### config.mk
export PLATFORM = sky130hd
export DESIGN_NAME = playfair_digraph_cipher_top
export DESIGN_NICKNAME = d
export VERILOG_FILES = /design/src/rtl/pfd_pkg.sv /design/src/rtl/pfd_ctrl.sv /design/src/rtl/pfd_datapath.sv /design/src/rtl/playfair_digraph_cipher_top.sv
export SDC_FILE = /design/constraint.sdc
export NUM_CORES = 1
export LEC_CHECK = 0
export BUFFER_PORTS_ARGS = -buffer_cell sky130_fd_sc_hd__buf_2
export CORE_ASPECT_RATIO = 2
export CORE_MARGIN = 4
export CORE_UTILIZATION = 45
export DETAILED_ROUTE_END_ITERATION = 8
export GPL_ROUTABILITY_DRIVEN = 0
export PLACE_DENSITY_LB_ADDON = 0.12
export SETUP_SLACK_MARGIN = 0.02
export SKIP_LAST_GASP = 1
export SYNTH_ARGS = -nofsm -noshare
export SYNTH_HDL_FRONTEND = slang
export SYNTH_SLANG_ARGS = --single-unit
### constraint.sdc
create_clock -name clock -period 12.5 [get_ports clock]
set_clock_uncertainty 0.15 [all_clocks]
set_input_delay 3.125 -clock clock [delete_from_list [all_inputs] [get_ports clock]]
set_output_delay 3.125 -clock clock [all_outputs]
set_load 0.1 [all_outputs]
### src/rtl/pfd_pkg.sv
// ----------------------------------------------------------------------------
// pfd_pkg
// Shared types, constants and helpers for the playfair digraph cipher block.
// ----------------------------------------------------------------------------
package pfd_pkg;

   localparam int GRID     = 5;
   localparam int PLACES   = 25;
   localparam int LETTERS  = 26;

   localparam logic [4:0] LETTER_I    = 5'd8;
   localparam logic [4:0] LETTER_J    = 5'd9;
   localparam logic [4:0] LAST_LETTER = 5'(LETTERS - 1);
   localparam logic [2:0] LAST_INDEX  = 3'(GRID - 1);
   localparam logic [2:0] GRID_ROWS   = 3'(GRID);

   // command codes of an input beat
   typedef enum logic [1:0] {
      CMD_KEY    = 2'd0,
      CMD_FINISH = 2'd1,
      CMD_PAIR   = 2'd2
   } cmd_code_type;

   // controller states
   typedef enum logic [1:0] {
      ST_IDLE,
      ST_LOOKUP,
      ST_SCAN
   } ctrl_state_type;

   typedef struct packed {
      logic [1:0] cmd;
      logic [4:0] first_letter;
      logic [4:0] second_letter;
   } req_payload_type;

   typedef struct packed {
      logic [4:0] out_first;
      logic [4:0] out_second;
   } rsp_payload_type;

   // place of a letter in the grid
   typedef struct packed {
      logic [2:0] row;
      logic [2:0] col;
   } grid_pos_type;

   // controller to datapath
   typedef struct packed {
      logic place_key;
      logic scan_start;
      logic fill_step;
      logic pos_read;
      logic table_read;
   } dp_cmd_type;

   // datapath to controller
   typedef struct packed {
      logic key_ok;
      logic pair_ok;
      logic table_complete;
      logic scan_last;
   } dp_status_type;

   // one step around the grid, forward or back
   function automatic logic [2:0] grid_step(input logic [2:0] v, input logic dec);
      logic [2:0] r;
      if (dec) begin
         r = (v == 3'd0) ? LAST_INDEX : v - 3'd1;
      end else begin
         r = (v == LAST_INDEX) ? 3'd0 : v + 3'd1;
      end
      return r;
   endfunction

   // row * 5 + col
   function automatic logic [4:0] place_addr(input grid_pos_type p);
      return {p.row, 2'b00} + {2'b00, p.row} + {2'b00, p.col};
   endfunction

   // j reads as i
   function automatic logic [4:0] fold_j(input logic [4:0] v);
      return (v == LETTER_J) ? LETTER_I : v;
   endfunction

endpackage

### src/rtl/pfd_ctrl.sv
// ----------------------------------------------------------------------------
// pfd_ctrl
// Controller: sequences key placement, the finish scan and digraph lookups.
// ----------------------------------------------------------------------------
module pfd_ctrl
   import pfd_pkg::*;
(
   input  logic            clock,
   input  logic            reset,
   input  logic            req_valid,
   output logic            req_ready,
   input  logic [1:0]      req_cmd,
   output logic            rsp_valid,
   input  logic            rsp_ready,
   output dp_cmd_type      dp_cmd,
   input  dp_status_type   dp_status
);

   ctrl_state_type state_ff, state_in;
   logic           rsp_valid_ff, rsp_valid_in;
   logic           rsp_free;

   // state and result valid registers
   always_ff @(posedge clock) begin
      if (reset) begin
         state_ff     <= ST_IDLE;
         rsp_valid_ff <= 1'b0;
      end else begin
         state_ff     <= state_in;
         rsp_valid_ff <= rsp_valid_in;
      end
   end

   assign rsp_free  = !rsp_valid_ff || rsp_ready;
   assign rsp_valid = rsp_valid_ff;

   // next state and datapath commands
   always_comb begin
      state_in  = state_ff;
      req_ready = 1'b0;
      dp_cmd    = '0;
      unique case (state_ff)
         ST_IDLE: begin
            req_ready = 1'b1;
            if (req_valid) begin
               unique case (req_cmd)
                  CMD_KEY: begin
                     dp_cmd.place_key = dp_status.key_ok;
                  end
                  CMD_FINISH: begin
                     if (!dp_status.table_complete) begin
                        dp_cmd.scan_start = 1'b1;
                        state_in          = ST_SCAN;
                     end
                  end
                  CMD_PAIR: begin
                     if (dp_status.table_complete && dp_status.pair_ok) begin
                        dp_cmd.pos_read = 1'b1;
                        state_in        = ST_LOOKUP;
                     end
                  end
                  default: begin
                  end
               endcase
            end
         end
         ST_LOOKUP: begin
            if (rsp_free) begin
               dp_cmd.table_read = 1'b1;
               state_in          = ST_IDLE;
            end
         end
         ST_SCAN: begin
            dp_cmd.fill_step = 1'b1;
            if (dp_status.scan_last) begin
               state_in = ST_IDLE;
            end
         end
         default: begin
            state_in = ST_IDLE;
         end
      endcase
   end

   // result beat held until taken
   always_comb begin
      if (dp_cmd.table_read) begin
         rsp_valid_in = 1'b1;
      end else if (rsp_ready) begin
         rsp_valid_in = 1'b0;
      end else begin
         rsp_valid_in = rsp_valid_ff;
      end
   end

endmodule

### src/rtl/pfd_datapath.sv
// ----------------------------------------------------------------------------
// pfd_datapath
// Datapath: key table and letter position memories, fill pointer, used
// flags, mode register and the digraph rule logic.
// ----------------------------------------------------------------------------
module pfd_datapath
   import pfd_pkg::*;
(
   input  logic            clock,
   input  logic            reset,
   input  req_payload_type req_payload,
   input  logic            csr_write,
   input  logic            csr_wdata,
   output rsp_payload_type rsp_payload,
   input  dp_cmd_type      dp_cmd,
   output dp_status_type   dp_status
);

   // memories
   logic [4:0]   key_table [PLACES];
   grid_pos_type letter_pos [LETTERS];

   logic [LETTERS-1:0] used_ff, used_in;
   logic               complete_ff, complete_in;
   logic               decrypt_ff;
   grid_pos_type       fill_ff, fill_in;
   logic [4:0]         scan_ff, scan_in;
   grid_pos_type       pos_a_ff, pos_b_ff;
   rsp_payload_type    rsp_ff;

   logic [4:0]   key_letter, letter_a, letter_b, wr_letter;
   logic         full, scan_ok, wr_en;
   grid_pos_type ta, tb;

   assign full       = (fill_ff.row == GRID_ROWS);
   assign key_letter = req_payload.first_letter;
   assign letter_a   = fold_j(req_payload.first_letter);
   assign letter_b   = fold_j(req_payload.second_letter);

   // status back to the controller
   assign dp_status.key_ok = !complete_ff && !full && (key_letter <= LAST_LETTER)
                             && (key_letter != LETTER_J) && !used_ff[key_letter];
   assign dp_status.pair_ok = (req_payload.first_letter <= LAST_LETTER)
                              && (req_payload.second_letter <= LAST_LETTER);
   assign dp_status.table_complete = complete_ff;
   assign dp_status.scan_last      = (scan_ff == LAST_LETTER);

   // placement source: key beat or finish scan
   assign scan_ok   = (scan_ff != LETTER_J) && !used_ff[scan_ff] && !full;
   assign wr_letter = dp_cmd.place_key ? key_letter : scan_ff;
   assign wr_en     = dp_cmd.place_key || (dp_cmd.fill_step && scan_ok);

   // next values of the control registers
   always_comb begin
      used_in     = used_ff;
      fill_in     = fill_ff;
      complete_in = complete_ff;
      scan_in     = scan_ff;
      if (wr_en) begin
         used_in[wr_letter] = 1'b1;
         if (fill_ff.col == LAST_INDEX) begin
            fill_in.col = 3'd0;
            fill_in.row = fill_ff.row + 3'd1;
         end else begin
            fill_in.col = fill_ff.col + 3'd1;
         end
      end
      if (dp_cmd.scan_start) begin
         scan_in = 5'd0;
      end else if (dp_cmd.fill_step) begin
         scan_in = scan_ff + 5'd1;
      end
      if (dp_cmd.fill_step && dp_status.scan_last) begin
         complete_in = 1'b1;
      end
   end

   // control registers
   always_ff @(posedge clock) begin
      if (reset) begin
         used_ff     <= '0;
         fill_ff     <= '0;
         complete_ff <= 1'b0;
         scan_ff     <= 5'd0;
         decrypt_ff  <= 1'b0;
      end else begin
         used_ff     <= used_in;
         fill_ff     <= fill_in;
         complete_ff <= complete_in;
         scan_ff     <= scan_in;
         if (csr_write) begin
            decrypt_ff <= csr_wdata;
         end
      end
   end

   // memory writes
   always_ff @(posedge clock) begin
      if (wr_en) begin
         key_table[place_addr(fill_ff)] <= wr_letter;
         letter_pos[wr_letter]          <= fill_ff;
      end
   end

   // position lookup, registered read
   always_ff @(posedge clock) begin
      if (dp_cmd.pos_read) begin
         pos_a_ff <= letter_pos[letter_a];
         pos_b_ff <= letter_pos[letter_b];
      end
   end

   // same row, same column or rectangle
   always_comb begin
      ta = pos_a_ff;
      tb = pos_b_ff;
      if (pos_a_ff.row == pos_b_ff.row) begin
         ta.col = grid_step(pos_a_ff.col, decrypt_ff);
         tb.col = grid_step(pos_b_ff.col, decrypt_ff);
      end else if (pos_a_ff.col == pos_b_ff.col) begin
         ta.row = grid_step(pos_a_ff.row, decrypt_ff);
         tb.row = grid_step(pos_b_ff.row, decrypt_ff);
      end else begin
         ta.col = pos_b_ff.col;
         tb.col = pos_a_ff.col;
      end
   end

   // key table read straight into the result register
   always_ff @(posedge clock) begin
      if (dp_cmd.table_read) begin
         rsp_ff.out_first  <= key_table[place_addr(ta)];
         rsp_ff.out_second <= key_table[place_addr(tb)];
      end
   end

   assign rsp_payload = rsp_ff;

endmodule

### src/rtl/playfair_digraph_cipher_top.sv
// ----------------------------------------------------------------------------
// playfair_digraph_cipher_top
// Playfair cipher over letter indices: key table build and digraph transform.
// ----------------------------------------------------------------------------
// Usage:
//   req channel (valid/ready) carries cmd, first_letter, second_letter.
//   A key beat places a new letter other than j in the next free place.
//   A finish beat fills the rest of the grid in alphabet order.
//   A digraph beat, once the grid is complete, yields one rsp beat.
//   csr channel writes decrypt_mode (0 encrypt, 1 decrypt); always ready.
// Sequence:
//   key beat: placed in the cycle it is taken. finish beat: the scan walks all 26
//   letters one per cycle through the single memory write port.
//   digraph beat: the position memory read into the position registers, then
//   the key table read, whose read register is the rsp register; the lookup
//   waits for a free rsp register before that read, and rsp_valid rises with it.
// Reset clears the used flags, fill pointer, complete flag and mode; the
// grid memories need no clearing. If rsp is stalled, the result holds and
// one more digraph beat is taken, then waits in lookup until rsp drains.
// ----------------------------------------------------------------------------
module playfair_digraph_cipher_top
   import pfd_pkg::*;
(
   input  logic            clock,
   input  logic            reset,
   input  logic            req_valid,
   output logic            req_ready,
   input  req_payload_type req_payload,
   output logic            rsp_valid,
   input  logic            rsp_ready,
   output rsp_payload_type rsp_payload,
   input  logic            csr_valid,
   output logic            csr_ready,
   input  logic            csr_wdata
);

   dp_cmd_type    dp_cmd;
   dp_status_type dp_status;

   assign csr_ready = 1'b1;

   // controller
   pfd_ctrl u_ctrl (
      .clock     (clock),
      .reset     (reset),
      .req_valid (req_valid),
      .req_ready (req_ready),
      .req_cmd   (req_payload.cmd),
      .rsp_valid (rsp_valid),
      .rsp_ready (rsp_ready),
      .dp_cmd    (dp_cmd),
      .dp_status (dp_status)
   );

   // datapath
   pfd_datapath u_datapath (
      .clock       (clock),
      .reset       (reset),
      .req_payload (req_payload),
      .csr_write   (csr_valid && csr_ready),
      .csr_wdata   (csr_wdata),
      .rsp_payload (rsp_payload),
      .dp_cmd      (dp_cmd),
      .dp_status   (dp_status)
   );

   // checks
   a_read_needs_table: assert property (@(posedge clock) disable iff (reset)
      (dp_cmd.table_read || dp_cmd.pos_read) |-> dp_status.table_complete)
      else $error("digraph lookup before the key table is complete");

   a_one_writer: assert property (@(posedge clock) disable iff (reset)
      !(dp_cmd.place_key && dp_cmd.fill_step))
      else $error("key placement and finish scan write together");

   a_frozen_table: assert property (@(posedge clock) disable iff (reset)
      (dp_cmd.fill_step || dp_cmd.place_key) |-> !dp_status.table_complete)
      else $error("write to a complete key table");

   a_complete_from_scan: assert property (@(posedge clock) disable iff (reset)
      $rose(dp_status.table_complete) |-> $past(dp_cmd.fill_step))
      else $error("table marked complete outside the finish scan");

endmodule

== Yosys cells after proc, flatten, opt, wreduce, memory -nomap -nowiden ==
Memories as Yosys holds them, arrays and structs flattened. A register that Yosys moved wholly into a read port is not among the register bits.
Cells that the tools add are included.
Operators by class
  equality and inequality tests: 23
  $lt $le $gt $ge: 6
  add/subtract/negate cells: 17
  reductions and logical operators: 28
  multiplexer cells: 54
  bitwise gates (word level): 1
Operators with widths (number)
  2-to-1 mux 3 bit: 21
  adder 5 x 3 -> 5 bit: 6
  OR 26 bit: 1
  adder 3 x 1 -> 3 bit (second input constant): 6
  equality test 3 bit (second input constant): 6
  < comparator 5 x 6 -> 1 bit (second input constant): 3
  2-to-1 mux 1 bit: 18
  2-to-1 mux 5 bit: 3
  2-to-1 mux 2 bit: 7
  zero test 3 bit: 4
  subtractor 3 x 1 -> 3 bit (second input constant): 4
  logical AND 1 bit: 11
  binary-select mux 1 bit (select 5 bit): 2
  equality test 5 x 4 -> 1 bit (second input constant): 2
  <= comparator 5 bit (second input constant): 2
  inequality test 5 x 4 -> 1 bit (second input constant): 2
  equality test 3 bit: 2
  inequality test 3 bit (second input constant): 2
  one-hot mux 2 bit (3 select lines): 1
  AND reduction 6 bit: 1
  adder 5 x 1 -> 5 bit (second input constant): 1
  demux 1 bit (select 5 bit): 1
  equality test 5 bit (second input constant): 1
  >= comparator 5 x 1 -> 1 bit (second input constant): 1
  other kinds (12): 21
Storage, ports and cells
  bits of input ports: 18
  logic and storage cells: 139
  output and inout bits: 13
  register bits: 42
  RAM bits: 281
  memories kept: 2
Memories
  u_datapath.letter_pos: depth 26, bits a word 6, rd ports 2, clocked after memory_dff 2, wr ports 1, line pfd_datapath.sv:21  | grid_pos_type letter_pos [LETTERS];
  u_datapath.key_table: depth 25, bits a word 5, rd ports 2, clocked after memory_dff 2, wr ports 1, line pfd_datapath.sv:20  | logic [4:0] key_table [PLACES];

== Longest topological paths before layout ==
Gate-level depths: netlist of the first run.
  word-level depth: 15
  mapped depth: 16
  depth with buffers taken out: 14

== Modules after synthesis ==
A second synthesis of the first run with hierarchy kept.
Unflattened totals
  cell total of the unflattened synthesis: 1272
  area total of the unflattened synthesis: 17762.0 µm²
Modules (own cells, without submodules)
  pfd_datapath: cells an instance 1248, sequential area each 9879.5 µm², instances 1, area each 17545.6 µm²
  pfd_ctrl: cells an instance 22, sequential area each 60.1 µm², instances 1, area each 205.2 µm²
  playfair_digraph_cipher_top: cells an instance 2, sequential area each 0.0 µm², instances 1, area each 11.3 µm²

== Worst setup path after synthesis of the first run ==
No wires, ideal clock.
  path kind: input to register
  from: input req_payload[5] in the netlist's numbering
  to: memory u_datapath.key_table[0][2], data pin
  buffers on the path: 2
  setup slack: 6.435 ns
  data arrival time: 5.515 ns
  required time: 11.950 ns
  cell stages on the path: 7
  setup time: 0.400 ns
  cell sequence: buf_6 > mux4_2 > a2bb2oi_2 > a211oi_2 > o21ai_2 > buf_6 > o21ai_0
Between the ends
  cells in the longest elaborated chain, start to end: 8
  elaborated cells between the ends (all ways): 12
  classes of those cells: order compare (1); eq/ne (1); mux (6); reduce/logical (4)
RTL lines
  start: declaration: line playfair_digraph_cipher_top.sv:28  | input req_payload_type req_payload,
  binary-select mux 1 bit (select 5 bit) or <= comparator 5 bit (tied branches): line pfd_datapath.sv:42, pfd_datapath.sv:41
  2-to-1 mux 1 bit (not written as such) or logical AND 1 bit (tied branches): line pfd_datapath.sv:42, pfd_datapath.sv:41
  zero test 1 bit or logical AND 1 bit (tied branches): line pfd_datapath.sv:42  | && (key_letter != LETTER_J) && !used_ff[key_letter];
  logical AND 1 bit *: line pfd_datapath.sv:42
  2-to-1 mux 1 bit *: line pfd_ctrl.sv:46  | unique case (req_cmd)
  2-to-1 mux 2 bit *: line pfd_ctrl.sv:45  | if (req_valid) begin
  2-to-1 mux 2 bit *: line pfd_ctrl.sv:42  | unique case (state_ff)
  2-to-1 mux 5 bit *: line pfd_datapath.sv:50  | assign wr_letter = dp_cmd.place_key ? key_letter : scan_ff;
  net u_datapath.wr_letter[2]: line pfd_datapath.sv:31  | logic [4:0] key_letter, letter_a, letter_b, wr_letter;
  end: declaration: line pfd_datapath.sv:20
Mark *: on every way through the listed nets, which the timed path passes. The rest lies on a longest branch. The select of a mux whose other input is x is not followed.

== Worst setup path after layout of the first run ==
  from: input req_payload[5] in the netlist's numbering
  to: memory u_datapath.letter_pos[4][5] in the netlist's numbering (enable)
Between the ends
  cells in the longest elaborated chain, start to end: 10
  elaborated cells between the ends (all ways): 15
  classes of those cells: order compare (1); eq/ne (1); mux (8); reduce/logical (5)
RTL lines
  binary-select mux 1 bit (select 5 bit) or <= comparator 5 bit (tied branches): line pfd_datapath.sv:42, pfd_datapath.sv:41
  2-to-1 mux 1 bit (not written as such) or logical AND 1 bit (tied branches): line pfd_datapath.sv:42, pfd_datapath.sv:41
  zero test 1 bit or logical AND 1 bit (tied branches): line pfd_datapath.sv:42
  logical AND 1 bit: line pfd_datapath.sv:42
  2-to-1 mux 1 bit: line pfd_ctrl.sv:46
  2-to-1 mux 2 bit: line pfd_ctrl.sv:45
  2-to-1 mux 2 bit: line pfd_ctrl.sv:42
  logical OR 1 bit: line pfd_datapath.sv:51  | assign wr_en = dp_cmd.place_key || (dp_cmd.fill_step && scan_ok);
  2-to-1 mux 1 bit: line pfd_datapath.sv:99  | if (wr_en) begin
  2-to-1 mux 1 bit (not written as such): line pfd_datapath.sv:101  | letter_pos[wr_letter] <= fill_ff;
  end: declaration: line pfd_datapath.sv:21
Parallel ways exist; a longest one is shown, timed or not. The select of a mux whose other input is x is not followed.

==> metrics.md, run 1 <==
| Metric | Value |
|---|---|
| Status | `complete, no violations` |
| Initial DRT Pass Iterations | `5` |
| Critical Path RT | `12.55 ns` |
| HP Class | `reg2reg` |
| Root buf cell | `clkbuf_16` |
| Die Width | `about 150 um` |
| Hold Vio Cnt, Final | `0` |
| Port Buffers | `29` |
| Final Setup Violations | `0` |
| Final core occ | `between 50% and 60%` |
| Worst r2r dst | `u_datapath.rsp_payload[0]` |
| Area leader, netlist | `edfxtp_1` |
| Setup bufs post-CTS | `0` |
| Worst reg2reg startpoint | `u_datapath.pos_b_ff[5]` |
| Hold buffers post-CTS | `0` |
| Clock Tree Buf Depth | `3` |
| Final Max Tran Viols | `0` |
| Worst slew pin tran | `approximately 1.2 ns` |
| R2R setup slack | `roughly 7.3 ns` |
| Row cnt | `103` |
| Synth Register Bits | `about 350` |
| Clock sink count | `345` |
| IO Count | `31` |
| Synth area leaders | `edfxtp_1, mux4_2, mux2i_1, dfxtp_1, ha_1` |
| Netlist Area Pre-Place | `roughly 18,000 um2` |
| Share of the synthesized area in the top cell type | `50.37%` |
| Clk_lat worst skew | `~0.58 ns` |
| P per Cell Area | `around 120 nW/um2` |
| Setup ws final | `about 5.3 ns` |
| Layout cells sized above 1 | `between 20% and 30%` |
| Diodes inserted | `0` |
| Via count | `roughly 11,000` |
| GRT overflow | `0` |
| Post-synth EDFFs | `approximately 300` |
| LEAKAGE | `around 7 nW` |
| VDD IR max | `~0.11 mV` |
| CP arrival | `7.20 ns` |
| GRT Overall Usage | `23.64%` |
| Routed vias/inst | `6.095` |
| Post-route cell area | `19,850 um2` |
| Mapped Cells | `1,159` |
| H-tree Lvls | `1` |
| Complex-gate fraction of the synthesized area | `slightly below 7%` |
| CP Launch Point | `req_payload[5]` |
| Filler cell count | `3,385` |
| Worst Hold Depth | `2` |
| Top-count cell post-synth | `edfxtp_1` |
| Yosys warns | `0` |
| Fmax | `139.8 MHz` |
| DRT iter0 DRCs | `slightly below 700` |
| Net count after synthesis | `about 1,200` |
| Core Area | `roughly 40,000 um2` |
| Post-Synth XOR/XNOR Area | `under 10%` |
| Nets | `1,234` |
| Area of placed instances | `between 15,000 and 20,000 um2` |
| Synth Area in Simple Gates | `about 6.2%` |
| Detail Placement HPWL | `37,490 um` |
| DRC | `0` |
| Die area | `between 40,000 and 50,000 um2` |
| Vias in the first global route | `11,430` |
| Placement Setup Slack | `roughly 4.7 ns` |
| Number of routed nets with antenna violations | `0` |
| Ys async rst share | `0%` |
| Final period util | `57.24%` |
| Initial antenna violation count | `0` |
| Startpoint Class | `primary input` |
| Worst rel slew slack | `17.05%` |
| Tmin final | `between 7 and 8 ns` |
| Crit path capture type | `flip-flop` |
| Distinct cells, synth | `74` |
| Largest family of logic cells by synthesized area | `multiplexers` |
| Layout area overhead | `9.870%` |
| CP Class | `in2reg` |
| Inserted Clock Buffers | `31` |
| First-pass GRT wire length | `roughly 75,000 um` |
| Routed wire length | `approximately 51,000 um` |
| Resize count post-CTS | `0` |
| DR WL/cell | `about 29 um` |
| Clock slew at reported path FFs | `0.06 ns` |
| CTS tree | `built` |
| Largest net degree at the start of global routing | `67` |
| Setup Total Neg Slack | `0 ns` |
| Syn avg cell area | `~16 um2` |
| Critical Path Sink | `u_datapath.letter_pos[4][5]` |
| FF-to-FF path depth | `14` |
| Post-synth top flop | `edfxtp_1` |
| Synth Area in Adders | `under 10%` |
| Most frequent cells after synthesis | `edfxtp_1, mux4_2, mux2i_1` |
| Multiplexer share of the synthesized area | `24.40%` |
| Register area share after synthesis | `55.03%` |
| Initial Util | `45.66%` |
| Die Ht | `291.3 um` |
| Crit Path Max Fanout | `47` |
| RSZ-0062 raised after global routing | `false` |
| Max Cap Viol | `0` |
-- state kept, by name, summed over array words and instances, names as in the netlist --
| register | cells |
|---|---|
| u_datapath.letter_pos | 156 |
| u_datapath.fill_ff | 6 |
| u_datapath.scan_ff | 5 |
| u_datapath.pos_a_ff | 6 |
| u_datapath.used_ff | 26 |
| u_datapath.pos_b_ff | 6 |
| u_datapath.decrypt_ff | 1 |
| u_datapath.rsp_payload | 10 |
| u_datapath.complete_ff | 1 |
| u_ctrl.rsp_valid | 1 |
| u_ctrl.state_ff | 2 |
| u_datapath.key_table | 125 |
-- final cells by class --
| class | instances | area, um2 | share of cell area (%) |
|---|---|---|---|
| inverters | 35 | 131.4 | 0.6620 |
| clock buffers | 40 | 860.8 | 4.337 |
| well taps | 525 | 656.9 | 3.310 |
| flip-flops and latches | 345 | 9942 | 50.09 |
| repair buffers | 70 | 452.9 | 2.282 |
| multi-input cells | 691 | 7616 | 38.37 |
| clock inverters | 17 | 186.4 | 0.9394 |
-- where the power goes --
| part | internal (mW) | switching, mW |
|---|---|---|
| combinational | 0.0569 | 0.105 |
| clock | 0.551 | 0.431 |
| sequential | 1.25 | 0.00580 |
| total | 1.86 | 0.541 |
-- routing by layer --
| layer | share of wire [%] | vias up | GRT usage, % |
|---|---|---|---|
| met4 | 6.9 | 0 | 13.59 |
| met1 | 30 | 5393 | 21.79 |
| met5 | 0 | - | 0 |
| met3 | 2.6 | 141 | 2.040 |
| li1 | - | 4711 | - |
| met2 | 60 | 257 | 48.13 |
-- cell families after synthesis --
family                     count (synthesis)
muxes                                    258
and+or+nand+nor                          214
buffers and inverters                    123
DFF                                      345
other                                      1
adders and majority gates                 42
AOI/OAI and AO/OA                        154
xor gates and xnor gates                  22
-- critical path, stage by stage --
cell    delay (ns)
buf_2         0.07
buf_4         0.61
mux4_2        0.59
a22o_1        0.25
nor4_1        0.20
or3_1         0.76
inv_2         0.29
buf_4         0.39
nor3_1        0.81
-- stage by stage --
step | hold WS [ns] | total power, mW | instances
global placement | 0.3290 | 1.446 | 1666
floorplan | 0.2880 | 1.394 | 1159
CTS | 0.3449 | 2.430 | 1723
detailed placement | 0.3314 | 1.447 | 1666
finish | 0.3461 | 2.403 | 1723
global route | 0.3744 | 2.479 | 1723
-- worst min-delay path by stage --
| stage | startpoint | endpoint | slack (ns) |
|---|---|---|---|
| detailed placement | u_datapath.used_ff[3] | u_datapath.used_ff[3] | 0.33 |
| finish | u_datapath.used_ff[10] | u_datapath.used_ff[10] | 0.35 |
| global route | u_datapath.used_ff[3] | u_datapath.used_ff[3] | 0.37 |
| floorplan | u_datapath.used_ff[11] | u_datapath.used_ff[11] | 0.29 |
| CTS | u_datapath.used_ff[13] | u_datapath.used_ff[13] | 0.34 |
| global placement | u_datapath.used_ff[16] | u_datapath.used_ff[16] | 0.33 |
-- layout by cell type, fill, tap and decap left out, types with 23 or more instances in the layout --
| master | count |
|---|---|
| a21oi_1 | 23 |
| buf_2 | 29 |
| buf_4 | 41 |
| clkbuf_16 | 32 |
| dfxtp_1 | 40 |
| edfxtp_1 | 303 |
| ha_1 | 34 |
| inv_1 | 31 |
| mux2_2 | 29 |
| mux2i_1 | 86 |
| mux4_2 | 136 |
| nand2_1 | 50 |
| nand2b_1 | 28 |
| nor2_1 | 32 |
| nor3_1 | 35 |
| o21ai_0 | 26 |
Note: power is estimated with default switching activity, not from simulation.
==> run 2: changes to the inputs <==
==> constraint.sdc (replaced) <==
create_clock -name clock -period 5.8 [get_ports clock]
set_clock_uncertainty 0.15 [all_clocks]
set_input_delay 1.45 -clock clock [delete_from_list [all_inputs] [get_ports clock]]
set_output_delay 1.45 -clock clock [all_outputs]
set_load 0.1 [all_outputs]
==> metrics.md, run 2 (synthesis results as in run 1) <==
| Metric | Value |
|---|---|
| Sw frac | `22.59% (was 22.53%)` |
| LEAKAGE | `7.136 nW (was 7.008 nW)` |
| Core Area | `39,560 um2 (unchanged)` |
| Initial antenna violation count | `0 (unchanged)` |
| Net Sw Power | `1.159 mW (was 0.5413 mW)` |
| Vias in the first global route | `11,390 (was 11,430)` |
| Root buf cell | `clkbuf_16 (unchanged)` |
| Setup ws final | `0.4801 ns (was 5.345 ns)` |
| Clock sink count | `345 (unchanged)` |
| Inserted Clock Buffers | `31 (unchanged)` |
| Clock slew at reported path FFs | `0.07 ns (was 0.06 ns)` |
| Crit path max-delay cell type | `fa_1 (was nor3_1)` |
| Final core occ | `50.52% (was 50.16%)` |
| Tmin final | `roughly 5.3 ns` |
| Largest Register | `u_datapath.letter_pos (unchanged)` |
| Hold Vio Cnt, Final | `0 (unchanged)` |
| CP arrival | `5.52 ns (was 7.20 ns)` |
| Crit path cell chain | `xor2_1, nor3_1, and2_0, a21o_1, inv_1, fa_1, inv_1, fa_1, mux4_2, mux2i_1, o21ai_0, mux2_2 (was buf_2, buf_4, mux4_2, a22o_1, nor4_1, or3_1, inv_2, buf_4, nor3_1)` |
| GRT Overall Usage | `23.52% (was 23.64%)` |
| Top Registers | `u_datapath.letter_pos x156, u_datapath.key_table x125, u_datapath.used_ff x26 (unchanged)` |
| Initial DRT Pass Iterations | `5 (unchanged)` |
| Final period util | `about nine tenths` |
| Final Setup Violations | `0 (unchanged)` |
| DR WL/cell | `28.94 um (was 29.34 um)` |
| Sequential cell fraction of total power | `52.9% (was 52.4%)` |
| IO Count | `31 (unchanged)` |
| Startpoint Class | `flip-flop (was primary input)` |
| Detail Placement HPWL | `37,430 um (was 37,490 um)` |
| Gate power share | `6.8% (was 6.7%)` |
| Most used cells in the layout excluding fill and tap cells | `edfxtp_1, mux4_2, mux2i_1, buf_4, nand2_1 (was edfxtp_1, mux4_2, mux2i_1, nand2_1, buf_4)` |
| VDD IR max | `0.2283 mV (was 0.1096 mV)` |
| Total internal power | `3.971 mW (was 1.861 mW)` |
| Clock Power Share | `40.3% (was 40.9%)` |
| Die Ht | `291.3 um (unchanged)` |
| Filler cell count | `3,364 (was 3,385)` |
| CTS tree | `built (unchanged)` |
| Placement Setup Slack | `0.4361 ns (was 4.703 ns)` |
| Die Width | `149.7 um (unchanged)` |
| Layout area overhead | `10.65% (was 9.870%)` |
| P per Cell Area | `256.6 nW/um2 (was 121.1 nW/um2)` |
| WP buf/inv | `2 (was 4)` |
| Crit path capture type | `flip-flop (unchanged)` |
| Max Cap Viol | `0 (unchanged)` |
| Final Max Tran Viols | `0 (unchanged)` |
| Diodes inserted | `0 (unchanged)` |
| First-pass GRT wire length | `75,110 um (was 75,060 um)` |
| Critical Path RT | `6.00 ns (was 12.55 ns)` |
| Resize count post-CTS | `0 (unchanged)` |
| GRT overflow | `0 (unchanged)` |
| Nets | `1,264 (was 1,234)` |
| Largest register FFs | `156 (unchanged)` |
| Worst rel slew slack | `21.39% (was 17.05%)` |
| Setup Total Neg Slack | `0 ns (unchanged)` |
| Status | `complete, no violations (unchanged)` |
| Initial Util | `45.66% (unchanged)` |
| Layout cells sized above 1 | `28.41% (was 28.05%)` |
| Largest net degree at the start of global routing | `67 (unchanged)` |
| Clk_lat worst skew | `0.60 ns (was 0.58 ns)` |
| CP Class | `reg2reg (was in2reg)` |
| Clock Tree Buf Depth | `3 (unchanged)` |
| Routed vias/inst | `6.077 (was 6.095)` |
| DRT iter0 DRCs | `597 (was 680)` |
| Layout Cells excl Fill | `1,750 (was 1,723)` |
| Cell Count Post-Placement | `1,696 (was 1,666)` |
| Worst slew pin tran | `1.170 ns (was 1.244 ns)` |
| Port Buffers | `29 (unchanged)` |
| Delay-heaviest family, CP | `adder cells (was simple AND/OR/NAND/NOR gates)` |
| Number of routed nets with antenna violations | `0 (unchanged)` |
| Die area | `43,600 um2 (unchanged)` |
| Routed wire length | `50,650 um (was 50,550 um)` |
| Commonest non-fill, non-tap cell in the layout | `edfxtp_1 (unchanged)` |
| Setup bufs post-CTS | `0 (unchanged)` |
| HP Class | `reg2reg (unchanged)` |
| CP max stage delay | `0.96 ns (was 0.81 ns)` |
| RSZ-0062 raised after global routing | `false (unchanged)` |
| H-tree Lvls | `1 (unchanged)` |
| Fmax | `roughly 190 MHz` |
| Hold buffers post-CTS | `0 (unchanged)` |
| DRC | `0 (unchanged)` |
| Final Hold Slack | `0.3359 ns (was 0.3461 ns)` |
| Via count | `10,640 (was 10,500)` |
| Crit Path Max Fanout | `11 (was 47)` |
| Row cnt | `103 (unchanged)` |
[run 2: changes by cell type in the layout (fill, tap and decap cells not counted), sizes merged]
cell      delta
buf         +30
clkinvlp     -1
clkinv       -1
clkbuf       -1
[run 2: layout make-up]
cell class	instances	area, um2	area share (%)
flip-flops and latches	345	9940	49.73
multi-input cells	691	7572	37.88
clock buffers	39	825.8	4.131
repair buffers	100	690.7	3.455
well taps	525	656.9	3.286
clock inverters	15	171.4	0.8576
inverters	35	131.4	0.6573
[run 2: stage by stage]
step                total power [mW]  cell area, um2
floorplan                      3.004           18060
global placement               3.120           18990
detailed placement             3.120           18990
CTS                            5.169           19990
global route                   5.280           19990
finish                         5.130           19990
[run 2: final timing paths]
path / startpoint / end / slack, ns / cells after the start
hold reg to reg: u_datapath.used_ff[21] / u_datapath.used_ff[21] / 0.34 / 2
hold / removal: u_datapath.used_ff[21] / u_datapath.used_ff[21] / 0.34 / 2
setup / recovery: u_datapath.pos_b_ff[2] / u_datapath.rsp_payload[1] / 0.48 / 12
setup reg to reg: u_datapath.pos_b_ff[2] / u_datapath.rsp_payload[1] / 0.48 / 12
[run 2: power groups by stage]
| stage | Sequential, mW | Clock [mW] | Combinational [mW] |
|---|---|---|---|
| after floorplan | 2.77 | 0 | 0.238 |
| after global placement | 2.77 | 0 | 0.352 |
| after detailed placement | 2.77 | 0 | 0.352 |
| after CTS | 2.71 | 2.10 | 0.353 |
| after global routing | 2.71 | 2.20 | 0.371 |
| final | 2.71 | 2.07 | 0.349 |
[run 2: worst reg2reg max path, cell delays in order (launching register included)]
cell and delay, ns:
edfxtp_1 0.52, xor2_1 0.21, nor3_1 0.69, and2_0 0.44, a21o_1 0.21, inv_1 0.07, fa_1 0.53, inv_1 0.07
fa_1 0.97, mux4_2 0.44, mux2i_1 0.27, o21ai_0 0.22, mux2_2 0.31
[run 2: per-layer routing]
layer / up-vias / track usage (%) / part of all wire, %
li1: 4764 / - / -
met1: 5504 / 23.04 / 32
met2: 260 / 46.79 / 59
met3: 107 / 2.025 / 2.6
met4: 0 / 12.87 / 6.6
met5: - / 0 / 0
==> run 3: changes to the inputs <==
--- a/config.mk
+++ b/config.mk
@@ -8,7 +8,7 @@
 export BUFFER_PORTS_ARGS = -buffer_cell sky130_fd_sc_hd__buf_2
 export CORE_ASPECT_RATIO = 2
 export CORE_MARGIN = 4
-export CORE_UTILIZATION = 45
+export CORE_UTILIZATION = 40
 export DETAILED_ROUTE_END_ITERATION = 8
 export GPL_ROUTABILITY_DRIVEN = 0
 export PLACE_DENSITY_LB_ADDON = 0.12
@@ -16,4 +16,5 @@
 export SKIP_LAST_GASP = 1
 export SYNTH_ARGS = -nofsm -noshare
 export SYNTH_HDL_FRONTEND = slang
+export SYNTH_HIERARCHICAL = 1
 export SYNTH_SLANG_ARGS = --single-unit
==> metrics.md, run 3 <==
| Metric | Value |
|---|---|
| Status | `complete, no violations (unchanged)` |
| Worst reg2reg startpoint | `u_datapath/pos_a_ff[3] (was u_datapath.pos_b_ff[2])` |
| Die Width | `157.0 um (was 149.7 um)` |
| CP arrival | `5.13 ns (was 5.52 ns)` |
| Most frequent cells after synthesis | `edfxtp_1, mux2i_1, mux4_2 (was edfxtp_1, mux4_2, mux2i_1)` |
| Max Cap Viol | `0 (unchanged)` |
| Top Registers | `u_datapath/letter_pos x156, u_datapath/key_table x125, u_datapath/used_ff x26 (was u_datapath.letter_pos x156, u_datapath.key_table x125, u_datapath.used_ff x26)` |
| Share of the synthesized area in the top cell type | `51.23% (was 50.37%)` |
| Port Buffers | `29 (unchanged)` |
| Net count after synthesis | `1,329 (was 1,219)` |
| Initial DRT Pass Iterations | `5 (unchanged)` |
| HP Class | `reg2reg (unchanged)` |
| Initial Util | `40.32% (was 45.66%)` |
| Routed wire length | `54,850 um (was 50,650 um)` |
| Startpoint Class | `flip-flop (unchanged)` |
| Largest Register | `u_datapath/letter_pos (was u_datapath.letter_pos)` |
| CTS tree | `built (unchanged)` |
| Clock slew at reported path FFs | `0.07 ns (about the same)` |
| Distinct cells, synth | `77 (was 74)` |
| Synth Register Bits | `345 (unchanged)` |
| Fmax | `199.5 MHz (was 188.0 MHz)` |
| Detail Placement HPWL | `41,150 um (was 37,430 um)` |
| Largest net degree at the start of global routing | `56 (was 67)` |
| Worst hold path endpoint | `u_datapath/used_ff[18] (was u_datapath.used_ff[21])` |
| LEAKAGE | `6.950 nW (was 7.136 nW)` |
| Register area share after synthesis | `55.96% (was 55.03%)` |
| Largest register FFs | `156 (unchanged)` |
| Worst Hold Depth | `2 (unchanged)` |
| Crit Path Max Fanout | `30 (was 11)` |
| Initial antenna violation count | `0 (unchanged)` |
| Clock Tree Buf Depth | `3 (unchanged)` |
| Syn avg cell area | `13.96 um2 (was 15.59 um2)` |
| Mapped Cells | `1,272 (was 1,159)` |
| GRT Overall Usage | `22.98% (was 23.52%)` |
| CP Class | `reg2reg (unchanged)` |
| Tmin final | `5.013 ns (was 5.320 ns)` |
| Setup bufs post-CTS | `0 (unchanged)` |
| Final Max Tran Viols | `0 (unchanged)` |
| Ys async rst share | `0% (unchanged)` |
| Die Ht | `306.0 um (was 291.3 um)` |
| Area leader, netlist | `edfxtp_1 (unchanged)` |
| Critical Path RT | `5.92 ns (was 6.00 ns)` |
| Final core occ | `44.84% (was 50.52%)` |
| Number of routed nets with antenna violations | `0 (unchanged)` |
| Hold Vio Cnt, Final | `0 (unchanged)` |
| Synth area leaders | `edfxtp_1, mux4_2, mux2i_1, dfxtp_1, ha_1 (unchanged)` |
| Core Area | `44,050 um2 (was 39,560 um2)` |
| P per Cell Area | `270.3 nW/um2 (was 256.6 nW/um2)` |
| Crit path capture type | `flip-flop (unchanged)` |
| Clock sink count | `345 (unchanged)` |
| Diodes inserted | `0 (unchanged)` |
| Final Setup Violations | `0 (unchanged)` |
| FF-to-FF path depth | `14 (was 12)` |
| Hold path start | `u_datapath/used_ff[18] (was u_datapath.used_ff[21])` |
| Resize count post-CTS | `0 (unchanged)` |
| Routed vias/inst | `5.957 (was 6.077)` |
| Layout area overhead | `11.21% (was 10.65%)` |
| DR WL/cell | `29.14 um (was 28.94 um)` |
| H-tree Lvls | `2 (was 1)` |
| First-pass GRT wire length | `80,120 um (was 75,110 um)` |
| Commonest non-fill, non-tap cell in the layout | `edfxtp_1 (unchanged)` |
| Die area | `48,050 um2 (was 43,600 um2)` |
| Most used cells in the layout excluding fill and tap cells | `edfxtp_1, mux2i_1, mux4_2, nand2_1, nor2_1 (was edfxtp_1, mux4_2, mux2i_1, buf_4, nand2_1)` |
| Worst slew pin tran | `1.134 ns (was 1.170 ns)` |
| Hold buffers post-CTS | `0 (unchanged)` |
| Post-synth top flop | `edfxtp_1 (unchanged)` |
| RSZ-0062 raised after global routing | `false (unchanged)` |
| Root buf cell | `clkbuf_16 (unchanged)` |
| Nets | `1,361 (was 1,264)` |
| DRC | `0 (unchanged)` |
| Final period util | `86.42% (was 91.72%)` |
| Layout cells sized above 1 | `22.46% (was 28.41%)` |
| R2R setup slack | `0.79 ns (was 0.48 ns)` |
| Top-count cell post-synth | `edfxtp_1 (unchanged)` |
| Clk_lat worst skew | `0.53 ns (was 0.60 ns)` |
| IO Count | `31 (unchanged)` |
| Row cnt | `109 (was 103)` |
| GRT overflow | `0 (unchanged)` |
| VDD IR max | `0.2480 mV (was 0.2283 mV)` |
| Setup Total Neg Slack | `0 ns (unchanged)` |
| Netlist Area Pre-Place | `17,760 um2 (was 18,060 um2)` |
| Worst r2r dst | `u_datapath/rsp_payload[7] (was u_datapath.rsp_payload[1])` |
| Vias in the first global route | `11,870 (was 11,390)` |
| Via count | `11,210 (was 10,640)` |
| Post-synth EDFFs | `303 (unchanged)` |
| Worst rel slew slack | `24.42% (was 21.39%)` |
| Yosys warns | `6 (was 0)` |
| Inserted Clock Buffers | `34 (was 31)` |
| DRT iter0 DRCs | `705 (was 597)` |
[run 3: cell count changes after synthesis, moves of 14 or more]
cell	delta
mux2i_1	+25
o41ai_2	-14
nor2_1	+41
nand2b_1	-16
a21oi_1	+21
inv_1	+18
nand2_1	+35
o22ai_1	+31
mux4_2	-38
nor3_1	-22
[run 3: worst max-delay path: stages, from the launching register on]
cell,delay [ns]
edfxtp_1,0.45
xor2_1,0.19
nor3_1,0.18
buf_4,0.22
nor2_1,0.15
o21ai_0,0.41
inv_1,0.12
fa_1,0.55
inv_1,0.07
fa_1,0.54
buf_4,0.41
mux4_2,0.43
mux2i_1,0.33
o21ai_0,0.22
mux2_2,0.31
[run 3: how the worst max path moves through the flow]
stage                                start                           end  slack [ns]
detailed placement          req_payload[6]  u_datapath/letter_pos[12][2]        0.36
global placement            req_payload[6]    u_datapath/key_table[1][2]        0.48
finish              u_datapath/pos_a_ff[3]     u_datapath/rsp_payload[7]        0.79
global route        u_datapath/pos_a_ff[3]     u_datapath/rsp_payload[8]        0.51
CTS                 u_datapath/pos_a_ff[5]     u_datapath/rsp_payload[8]        0.72
floorplan                   req_payload[6]   u_datapath/letter_pos[7][0]        0.74
[run 3: report_power, final]
group	leakage, nW	total [mW]	internal (mW)	switching (mW)
logic	3.15	0.358	0.117	0.241
registers	3.25	2.71	2.70	0.0106
clock network	0.542	2.28	1.33	0.945
[run 3: area by class of cell]
type                       count  area [um2]
multi-input combinational    788        7247
clock inverter                19       229.0
sequential                   345        9940
timing repair buffer          83       553.0
fill                        3920       24300
tap                          555       694.4
clock buffer                  40       894.6
inverter                      52       195.2
[run 3: per-layer routing]
| layer | vias up | GRT usage (%) | part of all wire (%) |
|---|---|---|---|
| li1 | 5025 | - | - |
| met1 | 5733 | 21.74 | 31 |
| met2 | 328 | 45.65 | 58 |
| met3 | 126 | 2.302 | 3.0 |
| met4 | 0 | 13.96 | 7.7 |
| met5 | - | 0 | 0 |
[run 3: cells by family after synthesis]
kind of cell               Yosys count  synth area share, %
DFF                                345                55.96
AOI/OAI and AO/OA                  223                8.510
buffers and inverters              139                3.276
xor gates and xnor gates            23                1.134
and+or+nand+nor                    257                7.136
muxes                              245                20.96
adders and majority gates           39                3.001
other                                1              0.02111
[run 3: through the flow]
step | area, um2 | total power [mW] | cells | hold WS [ns] | setup WS [ns]
2_1_floorplan | 17760 | 2.974 | 1272 | 0.2935 | 0.7395
3_3_place_gp | 18630 | 3.114 | 1823 | 0.3189 | 0.4846
3_5_place_dp | 18630 | 3.115 | 1823 | 0.3217 | 0.3602
4_1_cts | 19750 | 5.391 | 1882 | 0.3379 | 0.7177
5_1_grt | 19750 | 5.512 | 1882 | 0.3660 | 0.5094
6_report | 19750 | 5.339 | 1882 | 0.3391 | 0.7874
